`config.mk`:
```
export PLATFORM = sky130hd
export DESIGN_NAME = viewport_pan_zoom_transform_flat
export DESIGN_NICKNAME = d
export VERILOG_FILES = /design/src/vpz_pkg.sv /design/src/vpz_if.sv /design/src/vpz_serial_unit.sv /design/src/viewport_pan_zoom_transform.sv /design/src/flat_wrapper.sv
export SDC_FILE = /design/constraint.sdc
export NUM_CORES = 2
export LEC_CHECK = 0
export BUFFER_PORTS_ARGS = -buffer_cell sky130_fd_sc_hd__clkbuf_2
export CELL_PAD_IN_SITES_DETAIL_PLACEMENT = 0
export CELL_PAD_IN_SITES_GLOBAL_PLACEMENT = 1
export CORE_MARGIN = 2
export CORE_UTILIZATION = 53
export CTS_CLUSTER_DIAMETER = 60
export DETAILED_ROUTE_END_ITERATION = 6
export HOLD_SLACK_MARGIN = 0.03
export PLACE_DENSITY_LB_ADDON = 0.1
export SLEW_MARGIN = 30
export SYNTH_ARGS = -nofsm -noshare
export SYNTH_HDL_FRONTEND = slang
export SYNTH_SLANG_ARGS = --single-unit
```
`constraint.sdc`:
```
create_clock -name clock -period 20.9 [get_ports clock]
set_clock_uncertainty 0.2 [all_clocks]
set_input_delay 2.09 -clock clock [delete_from_list [all_inputs] [get_ports clock]]
set_output_delay 2.09 -clock clock [all_outputs]
set_load 0.01 [all_outputs]
```
`src/vpz_pkg.sv`:
```
// Package for the viewport pan/zoom transform: widths, fixed-point constants,
// operation and register codes, and the structs between the top level and the serial unit.
// No dependencies.
package vpz_pkg;

   localparam int FRAC_BITS = 16;
   localparam int COORD_W   = 32;
   localparam int ZOOM_W    = 23;
   localparam int VIEW_W    = 14;
   localparam int MAX_VIEW  = 8192;
   localparam int CSR_IDX_W = 2;

   localparam int NUM_W     = COORD_W + FRAC_BITS;
   localparam int RES_W     = 40;
   localparam int SUM_W     = 44;
   localparam int DIFF_W    = COORD_W + 2;
   localparam int HALF_W    = VIEW_W - 1 + FRAC_BITS;
   localparam int ZMUL_W    = ZOOM_W + 3;

   localparam int DIV_STEPS = NUM_W;
   localparam int MUL_STEPS = ZOOM_W;
   localparam int LO_W      = MUL_STEPS - FRAC_BITS;
   localparam int CNT_W     = $clog2(NUM_W);

   localparam int ONE_FX     = 1 << FRAC_BITS;
   localparam int ZOOM_FLOOR = ONE_FX / 100;
   localparam int ZOOM_CEIL  = ONE_FX * 100;
   localparam int ZOOM_DEN_UP   = 9;
   localparam int ZOOM_DEN_DOWN = 10;

   localparam logic [CSR_IDX_W-1:0] CSR_VIEW_WIDTH  = CSR_IDX_W'(0);
   localparam logic [CSR_IDX_W-1:0] CSR_VIEW_HEIGHT = CSR_IDX_W'(1);

   typedef enum logic [1:0] {
      OP_PAN,
      OP_ZOOM,
      OP_W2S,
      OP_S2W
   } op_type;

   typedef struct packed {
      logic              start;
      logic              mul;
      logic [NUM_W-1:0]  num;
      logic [ZOOM_W-1:0] den;
   } lane_cmd_type;

   typedef struct packed {
      logic             done;
      logic [RES_W-1:0] mag;
   } lane_res_type;

endpackage

```
`src/vpz_if.sv`:
```
// Valid/ready channel interfaces for the request and response transfers.
// Depends on vpz_pkg for the field widths.
interface vpz_req_if import vpz_pkg::*; ();
   logic                      valid;
   logic                      ready;
   logic [1:0]                op;
   logic signed [COORD_W-1:0] in_x;
   logic signed [COORD_W-1:0] in_y;
   logic                      wheel_up;

   modport source (output valid, output op, output in_x, output in_y, output wheel_up,
                   input ready);
   modport sink   (input valid, input op, input in_x, input in_y, input wheel_up,
                   output ready);
endinterface

interface vpz_rsp_if import vpz_pkg::*; ();
   logic                      valid;
   logic                      ready;
   logic signed [COORD_W-1:0] res_x;
   logic signed [COORD_W-1:0] res_y;
   logic [ZOOM_W-1:0]         zoom_out;

   modport source (output valid, output res_x, output res_y, output zoom_out,
                   input ready);
   modport sink   (input valid, input res_x, input res_y, input zoom_out,
                   output ready);
endinterface

```
`src/vpz_serial_unit.sv`:
```
// Bit-serial arithmetic unit: restoring divide, one quotient bit per cycle, or
// shift-add multiply, one multiplier bit per cycle. Depends on vpz_pkg.
module vpz_serial_unit import vpz_pkg::*; (
   input  logic         clock,
   input  logic         reset,
   input  lane_cmd_type cmd,
   output lane_res_type res
);

   logic               busy_ff;
   logic               done_ff;
   logic               mul_ff;
   logic [CNT_W-1:0]   cnt_ff;
   logic [NUM_W-1:0]   num_ff;
   logic [ZOOM_W-1:0]  den_ff;
   logic [COORD_W-1:0] acc_ff;
   logic [LO_W-1:0]    lo_ff;

   logic [NUM_W-1:0]   num_in;
   logic [ZOOM_W-1:0]  den_in;
   logic [COORD_W-1:0] acc_in;
   logic [LO_W-1:0]    lo_in;

   logic [ZOOM_W:0]    div_part;
   logic [ZOOM_W:0]    div_diff;
   logic               div_ge;
   logic [COORD_W:0]   mul_sum;

   always_comb begin
      div_part = {acc_ff[ZOOM_W-1:0], num_ff[NUM_W-1]};
      div_diff = div_part - {1'b0, den_ff};
      div_ge   = (div_part >= {1'b0, den_ff});
      mul_sum  = {1'b0, acc_ff}
               + (den_ff[0] ? {1'b0, num_ff[NUM_W-1:FRAC_BITS]} : {(COORD_W + 1){1'b0}});
      if (mul_ff) begin
         num_in = num_ff;
         den_in = den_ff >> 1;
         acc_in = mul_sum[COORD_W:1];
         lo_in  = {mul_sum[0], lo_ff[LO_W-1:1]};
      end else begin
         num_in = {num_ff[NUM_W-2:0], div_ge};
         den_in = den_ff;
         acc_in = COORD_W'(div_ge ? div_diff[ZOOM_W-1:0] : div_part[ZOOM_W-1:0]);
         lo_in  = lo_ff;
      end
   end

   always_ff @(posedge clock) begin
      if (reset) begin
         busy_ff <= 1'b0;
         done_ff <= 1'b0;
      end else begin
         done_ff <= 1'b0;
         if (cmd.start) begin
            busy_ff <= 1'b1;
            mul_ff  <= cmd.mul;
            cnt_ff  <= cmd.mul ? CNT_W'(MUL_STEPS - 1) : CNT_W'(DIV_STEPS - 1);
            num_ff  <= cmd.num;
            den_ff  <= cmd.den;
            acc_ff  <= '0;
            lo_ff   <= '0;
         end else if (busy_ff) begin
            num_ff <= num_in;
            den_ff <= den_in;
            acc_ff <= acc_in;
            lo_ff  <= lo_in;
            if (cnt_ff == '0) begin
               busy_ff <= 1'b0;
               done_ff <= 1'b1;
            end else begin
               cnt_ff <= cnt_ff - 1'b1;
            end
         end
      end
   end

   assign res.done = done_ff;
   assign res.mag  = mul_ff ? RES_W'({acc_ff, lo_ff}) : num_ff[RES_W-1:0];

   a_no_restart: assert property (@(posedge clock) disable iff (reset)
      cmd.start |-> !busy_ff)
      else $error("serial unit started while busy");

   a_done_idle: assert property (@(posedge clock) disable iff (reset)
      done_ff |-> !busy_ff)
      else $error("serial unit done while still busy");

   a_last_step: assert property (@(posedge clock) disable iff (reset)
      (busy_ff && !cmd.start && cnt_ff == '0) |=> done_ff)
      else $error("serial unit missed its done pulse");

endmodule

```
`src/viewport_pan_zoom_transform.sv`:
```
// Viewport pan/zoom transform. Pan and screen-to-world each run one 48-step divide,
// world-to-screen runs one 23-step multiply, and zoom at cursor runs three 48-step divides
// in sequence. One item at a time: the next request is taken only after the last result
// has moved into the response register.
// Synchronous reset clears camera to the origin, zoom to 1.0 and the view size to zero.
module viewport_pan_zoom_transform import vpz_pkg::*; (
   input  logic                 clock,
   input  logic                 reset,
   input  logic                 csr_wr_en,
   input  logic [CSR_IDX_W-1:0] csr_index,
   input  logic [VIEW_W-1:0]    csr_wdata,
   vpz_req_if.sink              req_if,
   vpz_rsp_if.source            rsp_if
);

   typedef enum logic [2:0] {
      S_IDLE,
      S_START1,
      S_WAIT1,
      S_START_Z,
      S_WAIT_Z,
      S_START2,
      S_WAIT2,
      S_FINAL
   } state_type;

   state_type                 state_ff;
   logic [VIEW_W-1:0]         view_w_ff;
   logic [VIEW_W-1:0]         view_h_ff;
   logic signed [COORD_W-1:0] cam_x_ff;
   logic signed [COORD_W-1:0] cam_y_ff;
   logic [ZOOM_W-1:0]         zoom_ff;
   logic [1:0]                op_ff;
   logic signed [COORD_W-1:0] in_x_ff;
   logic signed [COORD_W-1:0] in_y_ff;
   logic                      up_ff;
   logic signed [SUM_W-1:0]   term_x_ff;
   logic signed [SUM_W-1:0]   term_y_ff;
   logic                      rsp_valid_ff;
   logic signed [COORD_W-1:0] res_x_ff;
   logic signed [COORD_W-1:0] res_y_ff;
   logic [ZOOM_W-1:0]         zoom_out_ff;

   logic [VIEW_W-1:0]         view_in;
   logic [HALF_W-1:0]         half_w;
   logic [HALF_W-1:0]         half_h;
   logic signed [DIFF_W-1:0]  d_x;
   logic signed [DIFF_W-1:0]  d_y;
   logic                      neg_x;
   logic                      neg_y;
   logic [DIFF_W-1:0]         abs_x;
   logic [DIFF_W-1:0]         abs_y;
   logic [ZMUL_W-1:0]         zoom_mul;
   logic                      flip;
   logic signed [SUM_W-1:0]   sv_x;
   logic signed [SUM_W-1:0]   sv_y;
   logic [ZOOM_W-1:0]         zoom_in;
   logic signed [SUM_W-1:0]   base_x;
   logic signed [SUM_W-1:0]   base_y;
   logic signed [COORD_W-1:0] res_x_in;
   logic signed [COORD_W-1:0] res_y_in;
   logic                      out_free;
   logic                      run_state;
   lane_cmd_type              x_cmd;
   lane_cmd_type              y_cmd;
   lane_res_type              x_res;
   lane_res_type              y_res;

   function automatic logic signed [COORD_W-1:0] sat_coord(input logic signed [SUM_W-1:0] v);
      logic signed [SUM_W-1:0] hi;
      logic signed [SUM_W-1:0] lo;
      hi = SUM_W'((64'sd1 <<< (COORD_W - 1)) - 64'sd1);
      lo = -hi - SUM_W'(1);
      if (v > hi) begin
         return hi[COORD_W-1:0];
      end else if (v < lo) begin
         return lo[COORD_W-1:0];
      end else begin
         return v[COORD_W-1:0];
      end
   endfunction

   // A register value above the largest view is stored as the largest view.
   assign view_in = (csr_wdata > VIEW_W'(MAX_VIEW)) ? VIEW_W'(MAX_VIEW) : csr_wdata;

   always_ff @(posedge clock) begin
      if (reset) begin
         view_w_ff <= '0;
         view_h_ff <= '0;
      end else if (csr_wr_en) begin
         case (csr_index)
            CSR_VIEW_WIDTH: begin
               view_w_ff <= view_in;
            end
            CSR_VIEW_HEIGHT: begin
               view_h_ff <= view_in;
            end
            default: begin
            end
         endcase
      end
   end

   always_comb begin
      half_w = {view_w_ff[VIEW_W-1:1], {FRAC_BITS{1'b0}}};
      half_h = {view_h_ff[VIEW_W-1:1], {FRAC_BITS{1'b0}}};
      case (op_ff)
         OP_PAN: begin
            d_x = DIFF_W'(in_x_ff);
            d_y = DIFF_W'(in_y_ff);
         end
         OP_W2S: begin
            d_x = DIFF_W'(cam_x_ff) - DIFF_W'(in_x_ff);
            d_y = DIFF_W'(cam_y_ff) - DIFF_W'(in_y_ff);
         end
         default: begin
            d_x = DIFF_W'(in_x_ff) - $signed(DIFF_W'(half_w));
            d_y = DIFF_W'(in_y_ff) - $signed(DIFF_W'(half_h));
         end
      endcase
      neg_x = d_x[DIFF_W-1];
      neg_y = d_y[DIFF_W-1];
      abs_x = neg_x ? (~d_x + 1'b1) : d_x;
      abs_y = neg_y ? (~d_y + 1'b1) : d_y;

      zoom_mul = up_ff ? ({zoom_ff, 3'b000} + {2'b00, zoom_ff, 1'b0})
                       : ({zoom_ff, 3'b000} + {3'b000, zoom_ff});

      run_state = (state_ff == S_START1) || (state_ff == S_START2);

      x_cmd.start = run_state || (state_ff == S_START_Z);
      x_cmd.mul   = run_state && (op_ff == OP_W2S);
      x_cmd.num   = (state_ff == S_START_Z) ? NUM_W'(zoom_mul)
                                            : {abs_x[COORD_W-1:0], {FRAC_BITS{1'b0}}};
      x_cmd.den   = (state_ff == S_START_Z)
                  ? (up_ff ? ZOOM_W'(ZOOM_DEN_UP) : ZOOM_W'(ZOOM_DEN_DOWN))
                  : zoom_ff;

      y_cmd.start = run_state;
      y_cmd.mul   = run_state && (op_ff == OP_W2S);
      y_cmd.num   = {abs_y[COORD_W-1:0], {FRAC_BITS{1'b0}}};
      y_cmd.den   = zoom_ff;

      sv_x = neg_x ? -$signed(SUM_W'(x_res.mag)) : $signed(SUM_W'(x_res.mag));
      sv_y = neg_y ? -$signed(SUM_W'(y_res.mag)) : $signed(SUM_W'(y_res.mag));
      flip = (op_ff == OP_S2W) || (op_ff == OP_ZOOM);

      if (x_res.mag < RES_W'(ZOOM_FLOOR)) begin
         zoom_in = ZOOM_W'(ZOOM_FLOOR);
      end else if (x_res.mag > RES_W'(ZOOM_CEIL)) begin
         zoom_in = ZOOM_W'(ZOOM_CEIL);
      end else begin
         zoom_in = x_res.mag[ZOOM_W-1:0];
      end

      base_x = (op_ff == OP_W2S) ? $signed(SUM_W'(half_w)) : SUM_W'(cam_x_ff);
      base_y = (op_ff == OP_W2S) ? $signed(SUM_W'(half_h)) : SUM_W'(cam_y_ff);
      res_x_in = sat_coord(base_x + term_x_ff);
      res_y_in = sat_coord(base_y + term_y_ff);
      out_free = !rsp_valid_ff || rsp_if.ready;
   end

   vpz_serial_unit u_lane_x (
      .clock (clock),
      .reset (reset),
      .cmd   (x_cmd),
      .res   (x_res)
   );

   vpz_serial_unit u_lane_y (
      .clock (clock),
      .reset (reset),
      .cmd   (y_cmd),
      .res   (y_res)
   );

   always_ff @(posedge clock) begin
      if (reset) begin
         state_ff     <= S_IDLE;
         cam_x_ff     <= '0;
         cam_y_ff     <= '0;
         zoom_ff      <= ZOOM_W'(ONE_FX);
         rsp_valid_ff <= 1'b0;
      end else begin
         if (state_ff == S_FINAL && out_free) begin
            rsp_valid_ff <= 1'b1;
         end else if (rsp_valid_ff && rsp_if.ready) begin
            rsp_valid_ff <= 1'b0;
         end
         case (state_ff)
            S_IDLE: begin
               if (req_if.valid) begin
                  op_ff    <= req_if.op;
                  in_x_ff  <= req_if.in_x;
                  in_y_ff  <= req_if.in_y;
                  up_ff    <= req_if.wheel_up;
                  state_ff <= S_START1;
               end
            end
            S_START1: begin
               state_ff <= S_WAIT1;
            end
            S_WAIT1: begin
               if (x_res.done) begin
                  term_x_ff <= flip ? sv_x : -sv_x;
                  term_y_ff <= flip ? -sv_y : sv_y;
                  state_ff  <= (op_ff == OP_ZOOM) ? S_START_Z : S_FINAL;
               end
            end
            S_START_Z: begin
               state_ff <= S_WAIT_Z;
            end
            S_WAIT_Z: begin
               if (x_res.done) begin
                  zoom_ff  <= zoom_in;
                  state_ff <= S_START2;
               end
            end
            S_START2: begin
               state_ff <= S_WAIT2;
            end
            S_WAIT2: begin
               if (x_res.done) begin
                  term_x_ff <= term_x_ff - sv_x;
                  term_y_ff <= term_y_ff + sv_y;
                  state_ff  <= S_FINAL;
               end
            end
            S_FINAL: begin
               if (out_free) begin
                  res_x_ff    <= res_x_in;
                  res_y_ff    <= res_y_in;
                  zoom_out_ff <= zoom_ff;
                  if (op_ff == OP_PAN || op_ff == OP_ZOOM) begin
                     cam_x_ff <= res_x_in;
                     cam_y_ff <= res_y_in;
                  end
                  state_ff <= S_IDLE;
               end
            end
            default: begin
               state_ff <= S_IDLE;
            end
         endcase
      end
   end

   assign req_if.ready    = (state_ff == S_IDLE);
   assign rsp_if.valid    = rsp_valid_ff;
   assign rsp_if.res_x    = res_x_ff;
   assign rsp_if.res_y    = res_y_ff;
   assign rsp_if.zoom_out = zoom_out_ff;

   a_zoom_range: assert property (@(posedge clock) disable iff (reset)
      zoom_ff >= ZOOM_W'(ZOOM_FLOOR) && zoom_ff <= ZOOM_W'(ZOOM_CEIL))
      else $error("zoom level left its clamp range");

   a_lanes_together: assert property (@(posedge clock) disable iff (reset)
      (state_ff == S_WAIT1 || state_ff == S_WAIT2) |-> (x_res.done == y_res.done))
      else $error("x and y lanes finished in different cycles");

   a_mapping_keeps_camera: assert property (@(posedge clock) disable iff (reset)
      (state_ff == S_FINAL && out_free && (op_ff == OP_W2S || op_ff == OP_S2W))
      |=> ($stable(cam_x_ff) && $stable(cam_y_ff)))
      else $error("point mapping changed the camera position");

   a_zoom_only_on_zoom_op: assert property (@(posedge clock) disable iff (reset)
      (state_ff == S_WAIT_Z) |-> (op_ff == OP_ZOOM))
      else $error("zoom update entered for an operation other than zoom");

endmodule
```
`src/flat_wrapper.sv`:
```
// flat-port wrapper written by rule: the top's interface ports become plain ports
module viewport_pan_zoom_transform_flat import vpz_pkg::*;
  (clock, reset, csr_wr_en, csr_index, csr_wdata, req_if_valid, req_if_op, req_if_in_x, req_if_in_y, req_if_wheel_up, req_if_ready, rsp_if_valid, rsp_if_res_x, rsp_if_res_y, rsp_if_zoom_out, rsp_if_ready);
  vpz_req_if req_if_i ();
  vpz_rsp_if rsp_if_i ();
  input  logic clock;
  input  logic reset;
  input  logic csr_wr_en;
  input  logic [CSR_IDX_W-1:0] csr_index;
  input  logic [VIEW_W-1:0] csr_wdata;
  input wire logic [$bits(req_if_i.valid)-1:0] req_if_valid;
  input wire logic [$bits(req_if_i.op)-1:0] req_if_op;
  input wire logic [$bits(req_if_i.in_x)-1:0] req_if_in_x;
  input wire logic [$bits(req_if_i.in_y)-1:0] req_if_in_y;
  input wire logic [$bits(req_if_i.wheel_up)-1:0] req_if_wheel_up;
  output wire logic [$bits(req_if_i.ready)-1:0] req_if_ready;
  output wire logic [$bits(rsp_if_i.valid)-1:0] rsp_if_valid;
  output wire logic [$bits(rsp_if_i.res_x)-1:0] rsp_if_res_x;
  output wire logic [$bits(rsp_if_i.res_y)-1:0] rsp_if_res_y;
  output wire logic [$bits(rsp_if_i.zoom_out)-1:0] rsp_if_zoom_out;
  input wire logic [$bits(rsp_if_i.ready)-1:0] rsp_if_ready;
  assign req_if_i.valid = req_if_valid;
  assign req_if_i.op = req_if_op;
  assign req_if_i.in_x = req_if_in_x;
  assign req_if_i.in_y = req_if_in_y;
  assign req_if_i.wheel_up = req_if_wheel_up;
  assign req_if_ready = req_if_i.ready;
  assign rsp_if_valid = rsp_if_i.valid;
  assign rsp_if_res_x = rsp_if_i.res_x;
  assign rsp_if_res_y = rsp_if_i.res_y;
  assign rsp_if_zoom_out = rsp_if_i.zoom_out;
  assign rsp_if_i.ready = rsp_if_ready;
  viewport_pan_zoom_transform u_core (.clock(clock), .reset(reset), .csr_wr_en(csr_wr_en), .csr_index(csr_index), .csr_wdata(csr_wdata), .req_if(req_if_i), .rsp_if(rsp_if_i));
endmodule
```
* Yosys cells after proc, flatten, opt, wreduce, memory -nomap -nowiden
Cells that the tools add are included.
Word-level totals: register bits 598, input bits 88, output and inout bits 89, word-level logic and storage cells 202
Operators by class: add/subtract/negate cells 22, order comparisons 9, equal/unequal tests 20, mux-type cells 76, bitwise gates (word level) 4, reduce and logical (&&, ||, !) cells 39
Operator list (count):
- 44-bit 2-to-1 mux | 10
- 32-bit 2-to-1 mux | 12
- 48-bit 2-to-1 mux | 7
- 23-bit 2-to-1 mux | 11
- 44-bit one-hot mux with 2 select lines | 2
- 34-bit one-hot mux with 2 select lines | 2
- 44-bit adder | 3
- 44-bit by 32-bit > comparator with 1-bit output (second input constant) | 2
- 44-bit by 32-bit < comparator with 1-bit output (second input constant) | 2
- 40-bit negation with 44-bit output | 2
- 44-bit negation | 2
- 40-bit 2-to-1 mux | 2
- 32-bit by 32-bit adder with 33-bit output | 2
- 32-bit by 30-bit subtractor with 33-bit output | 2
- 32-bit by 32-bit subtractor with 33-bit output | 2
- 32-bit by 1-bit adder with 32-bit output (second input constant) | 2
- 32-bit NOT | 2
- 24-bit by 23-bit greater-or-equal comparator with 1-bit output | 2
- 23-bit subtractor | 2
- 44-bit subtractor | 1
- 6-bit 2-to-1 mux | 7
- 40-bit by 23-bit > comparator with 1-bit output (second input constant) | 1
- 40-bit by 10-bit < comparator with 1-bit output (second input constant) | 1
- 7-bit 2-to-1 mux | 4
- 30 further kinds | 85

* Depth between registers and ports, before layout
depth in word-level cells 7, mapped depth 37, mapped depth without buffers 32

* Modules after synthesis
From an unflattened synthesis, not the netlist that was laid out.
Unflattened totals: cell total of the unflattened synthesis 6187, area, all modules 53687.7 µm²
By module, submodules not included:
- viewport_pan_zoom_transform | times used 1, cells an instance 4468, area an instance 36193.5 µm², seq. area each 9609.2 µm²
- vpz_serial_unit at u_core.u_lane_y | times used 1, cells an instance 871, area an instance 8807.2 µm², seq. area each 3553.4 µm²
- vpz_serial_unit at u_core.u_lane_x | times used 1, cells an instance 848, area an instance 8687.1 µm², seq. area each 3553.4 µm²

* Worst setup path after synthesis
Ideal clock, no wire load.
path kind input to register, start input reset, end register u_core.term_x_ff[0] (enable), library setup time 0.642 ns, arrival 8.531 ns, required time 20.058 ns, slack 11.527 ns, stages 3, path buffers 2, cells stage by stage clkbuf_1 > buf_1 > nor3_1
Between the ends: longest elaborated chain between the ends 2
RTL lines:
- from (decl) | line flat_wrapper.sv:7 | input logic reset;
- 1-bit NOT (no line)
- 4-bit AND reduction (no line)
- to (signal assigned) | line viewport_pan_zoom_transform.sv:205 | term_x_ff <= flip ? sv_x : -sv_x;
- to (signal assigned) | line viewport_pan_zoom_transform.sv:224 | term_x_ff <= term_x_ff - sv_x;
- to (decl) | line viewport_pan_zoom_transform.sv:37 | logic signed [SUM_W-1:0] term_x_ff;
No other way between the ends. A chain may end at the register's enable or synchronous reset.

* Worst setup path in the final report
start register u_core.op_ff[0], end register u_core.term_y_ff[43] (data pin)
Between the ends: longest elaborated chain between the ends 7, elaborated cells between the ends (all ways) 13, those cells by class add/sub (2); eq/ne (3); mux (6); reduce/logical (2)
RTL lines:
- from (decl) | line viewport_pan_zoom_transform.sv:33 | logic [1:0] op_ff;
- from (signal assigned) | line viewport_pan_zoom_transform.sv:193 | op_ff <= req_if.op;
- 2-bit equality test or 2-bit zero test (tied branches) | line viewport_pan_zoom_transform.sv:107 | case (op_ff)
- 34-bit one-hot mux with 2 select lines | line viewport_pan_zoom_transform.sv:107
- 44-bit 2-to-1 mux | line viewport_pan_zoom_transform.sv:145 | sv_y = neg_y ? -$signed(SUM_W'(y_res.mag)) : $signed(SUM_W'(y_res.mag));
- 44-bit negation | line viewport_pan_zoom_transform.sv:206 | term_y_ff <= flip ? -sv_y : sv_y;
- 44-bit 2-to-1 mux | line viewport_pan_zoom_transform.sv:206
- 44-bit 2-to-1 mux | line viewport_pan_zoom_transform.sv:204 | if (x_res.done) begin
- 44-bit one-hot mux with 2 select lines (*) | line viewport_pan_zoom_transform.sv:190 | case (state_ff)
- to (signal assigned) | line viewport_pan_zoom_transform.sv:206
- to (signal assigned) | line viewport_pan_zoom_transform.sv:225 | term_y_ff <= term_y_ff + sv_y;
- to (decl) | line viewport_pan_zoom_transform.sv:38 | logic signed [SUM_W-1:0] term_y_ff;
Every way passes the cells marked *; elsewhere a longest branch is shown, timed or not. The select of a mux whose other input is x is not followed.

==> flow_metrics.tcl <==
set metrics [dict create \
    hold_violations 0 \
    ctsHtreeMaxLevel 3 \
    clock_latency_ns 0.68 \
    power_switching_mw 1.12 \
    pre_cts_ws_ns 12.26 \
    cp_top_family "compound AO/OA/AOI/OAI gates" \
    detail_route.wl_per_cell_um 22.5 \
    p_sw_share_pct 31.3 \
    ctsHoldBuffers 0 \
    pwr-share-comb_pct 21.3 \
    drc 0 \
    grt_usage_pct 32.9 \
    globalRouteOverflowTotal 0 \
    ant_nets 0 \
    insertedDiodeCount 0 \
    synth_nets 6512 \
    root_buffer "clkbuf_16" \
    setup_ws_ns 12.10 \
    synth_seq_area_share_pct 32.4 \
    synth_seq_cells 596 \
    yosys.area.top_type_share_pct 27.7 \
    cp.required_ns 21.12 \
    dpl_cell_area_mm2 0.0536 \
    fin_util_pct 58.4 \
    tightest_slew_ns 1.10 \
    p_seq_share_pct 38.1 \
    clkTransAtPathRegs_ns 0.06 \
    grt_pass1_wl_um 255000 \
    whs_ns 0.254 \
    clock_sinks 596 \
    max_freq_ghz 0.114 \
    routed_wirelength_um 168000 \
    cts_setup_buffers 0 \
    worst_path_largest_cell_delay_ns 0.60 \
    cts_tree "built" \
    nets 6577 \
    dieHeight_um 316 \
    endpoint_kind "register" \
    crit_slowest_cell "a2111oi_0" \
    synth_edf_count 476 \
    drt-pass1-iter-count 6 \
    power.internal_mw 2.47 \
    cts_buffer_depth 3 \
    port_buffers 176 \
    cts_resized 0 \
    p_per_area_mw_per_mm2 63.6 \
    routed_via_density 6.23 \
    vdd_drop_max_uv 66.2 \
    fin_crit_sh_pct 42.1 \
    async_flop_share_pct 0 \
    fp.dieW_um 316 \
    syn_area_mm2 0.0516 \
    start_util_pct 53.4 \
    drive_gt1_share_pct 8.93 \
    yosysWarningCount 0 \
    ios 177 \
    critical_path_class "register to register" \
    rsz0062_at_grt "false" \
    grt_pass1_vias 42500 \
    grt_max_degree 105 \
    fin_cells 7444 \
    crit_buf_inv 5 \
    hp-class "register to register" \
    syn-instance-count 6031 \
    cp_max_fo 79 \
    ys_types 119 \
    synthToLayoutAreaGrowth_pct 9.36 \
    finish.instance_area_mm2 0.0564 \
    slew_headroom_pct 26.5 \
    dp.cells 7285 \
    status "finished clean" \
    finalMaxSlewViolations 0 \
    max_cap_violations 0 \
    drt_first_iter_violations 4928 \
    p_leak_nw 22.8 \
    setup_violations 0 \
    fin_total_pwr_mw 3.59 \
    clockPowerShare_pct 40.6 \
    final_common_cell "nand2_1" \
    critPathLaunchType "register" \
    antenna_found_initial 3 \
    fp-row-count 114 \
    gp_congestion 0.928 \
    synth.area.top_cells "edfxtp_1, ha_1, xnor2_1, o21ai_0, dfxtp_1" \
    yosysTopAreaCell "edfxtp_1" \
    dp_hpwl_um 127000 \
    core_mm2 0.0966 \
    dieArea_mm2 0.0999 \
    min_period_ns 8.80 \
    num_vias 46400 \
    synth-main-ff-cell "edfxtp_1" \
    cts_buffers 84 \
    avgSynthCellArea_um2 8.56 \
    tns_ns 0 \
    worstPathArrival_ns 9.03 \
    final_cell_mix "nand2_1, o21ai_0, a21oi_1, edfxtp_1, nor2_1" \
]
==> final cells by class <==
cell class / count / area (µm²)
clock buffers: 98 / 2230
inverters: 311 / 1170
clock inverters: 60 / 561
fillers: 8796 / 40100
flip-flops and latches: 596 / 16700
multi-input cells: 4868 / 32800
repair buffers: 235 / 1340
well taps: 1276 / 1600
==> flip-flops by register name, indices dropped and copies added, names as in the netlist, 44 cells and up <==
register                count
u_core.term_x_ff           44
u_core.term_y_ff           44
u_core.u_lane_x.num_ff     48
u_core.u_lane_y.num_ff     48
==> power groups by stage <==
| stage | Clock (mW) | Combinational, mW | Sequential (mW) |
|---|---|---|---|
| after floorplan | 0 | 0.557 | 1.37 |
| after global placement | 0 | 0.739 | 1.39 |
| after detailed placement | 0 | 0.743 | 1.39 |
| after CTS | 1.47 | 0.749 | 1.37 |
| after global routing | 1.51 | 0.838 | 1.37 |
| final | 1.46 | 0.765 | 1.37 |
==> kinds of logic after synthesis <==
kind of cell	synth area share [%]
and+or+nand+nor	18.8
AOI/OAI and AO/OA	22.3
DFF	32.4
buffers and inverters	4.29
xor gates and xnor gates	9.41
adders and majority gates	10.0
muxes	2.83
==> cells in the mapped netlist, drive strengths merged, types with 41 or more instances <==
cell,instances
clkbuf,196
o21bai,52
a21oi,479
nor2b,80
a211oi,143
mux2,48
mux2i,92
a31oi,73
or3,41
buf,60
nand2,516
a21o,156
nand2b,82
xor2,228
nand3,151
nor2,483
and2,164
ha,380
inv,309
nand4,44
nor3,178
o21ai,504
or2,42
edfxtp,476
and3,74
xnor2,312
o21a,49
dfxtp,120
==> routing by layer <==
layer,part of all wire (%),track usage (%)
met5,0,0
met4,2.3,7.73
met3,8.1,4.29
met2,41,47.5
met1,49,51.7
==> worst min-delay path, delay by kind of cell, from the launching register on <==
family / cells / cell delay, ns
AOI/OAI and AO/OA: 1 / 0.05
DFF: 1 / 0.30
and+or+nand+nor: 1 / 0.05
==> worst paths after layout <==
path	start	end	slack [ns]	cells past startpoint
worst min-delay path	u_core.view_w_ff[11]	u_core.view_w_ff[11]	0.25	2
worst max register to register	u_core.op_ff[0]	u_core.term_y_ff[43]	12.10	28
worst max-delay path	u_core.op_ff[0]	u_core.term_y_ff[43]	12.10	28
worst min register to register	u_core.view_w_ff[11]	u_core.view_w_ff[11]	0.25	2
Note: power is estimated with default switching activity, not from simulation.
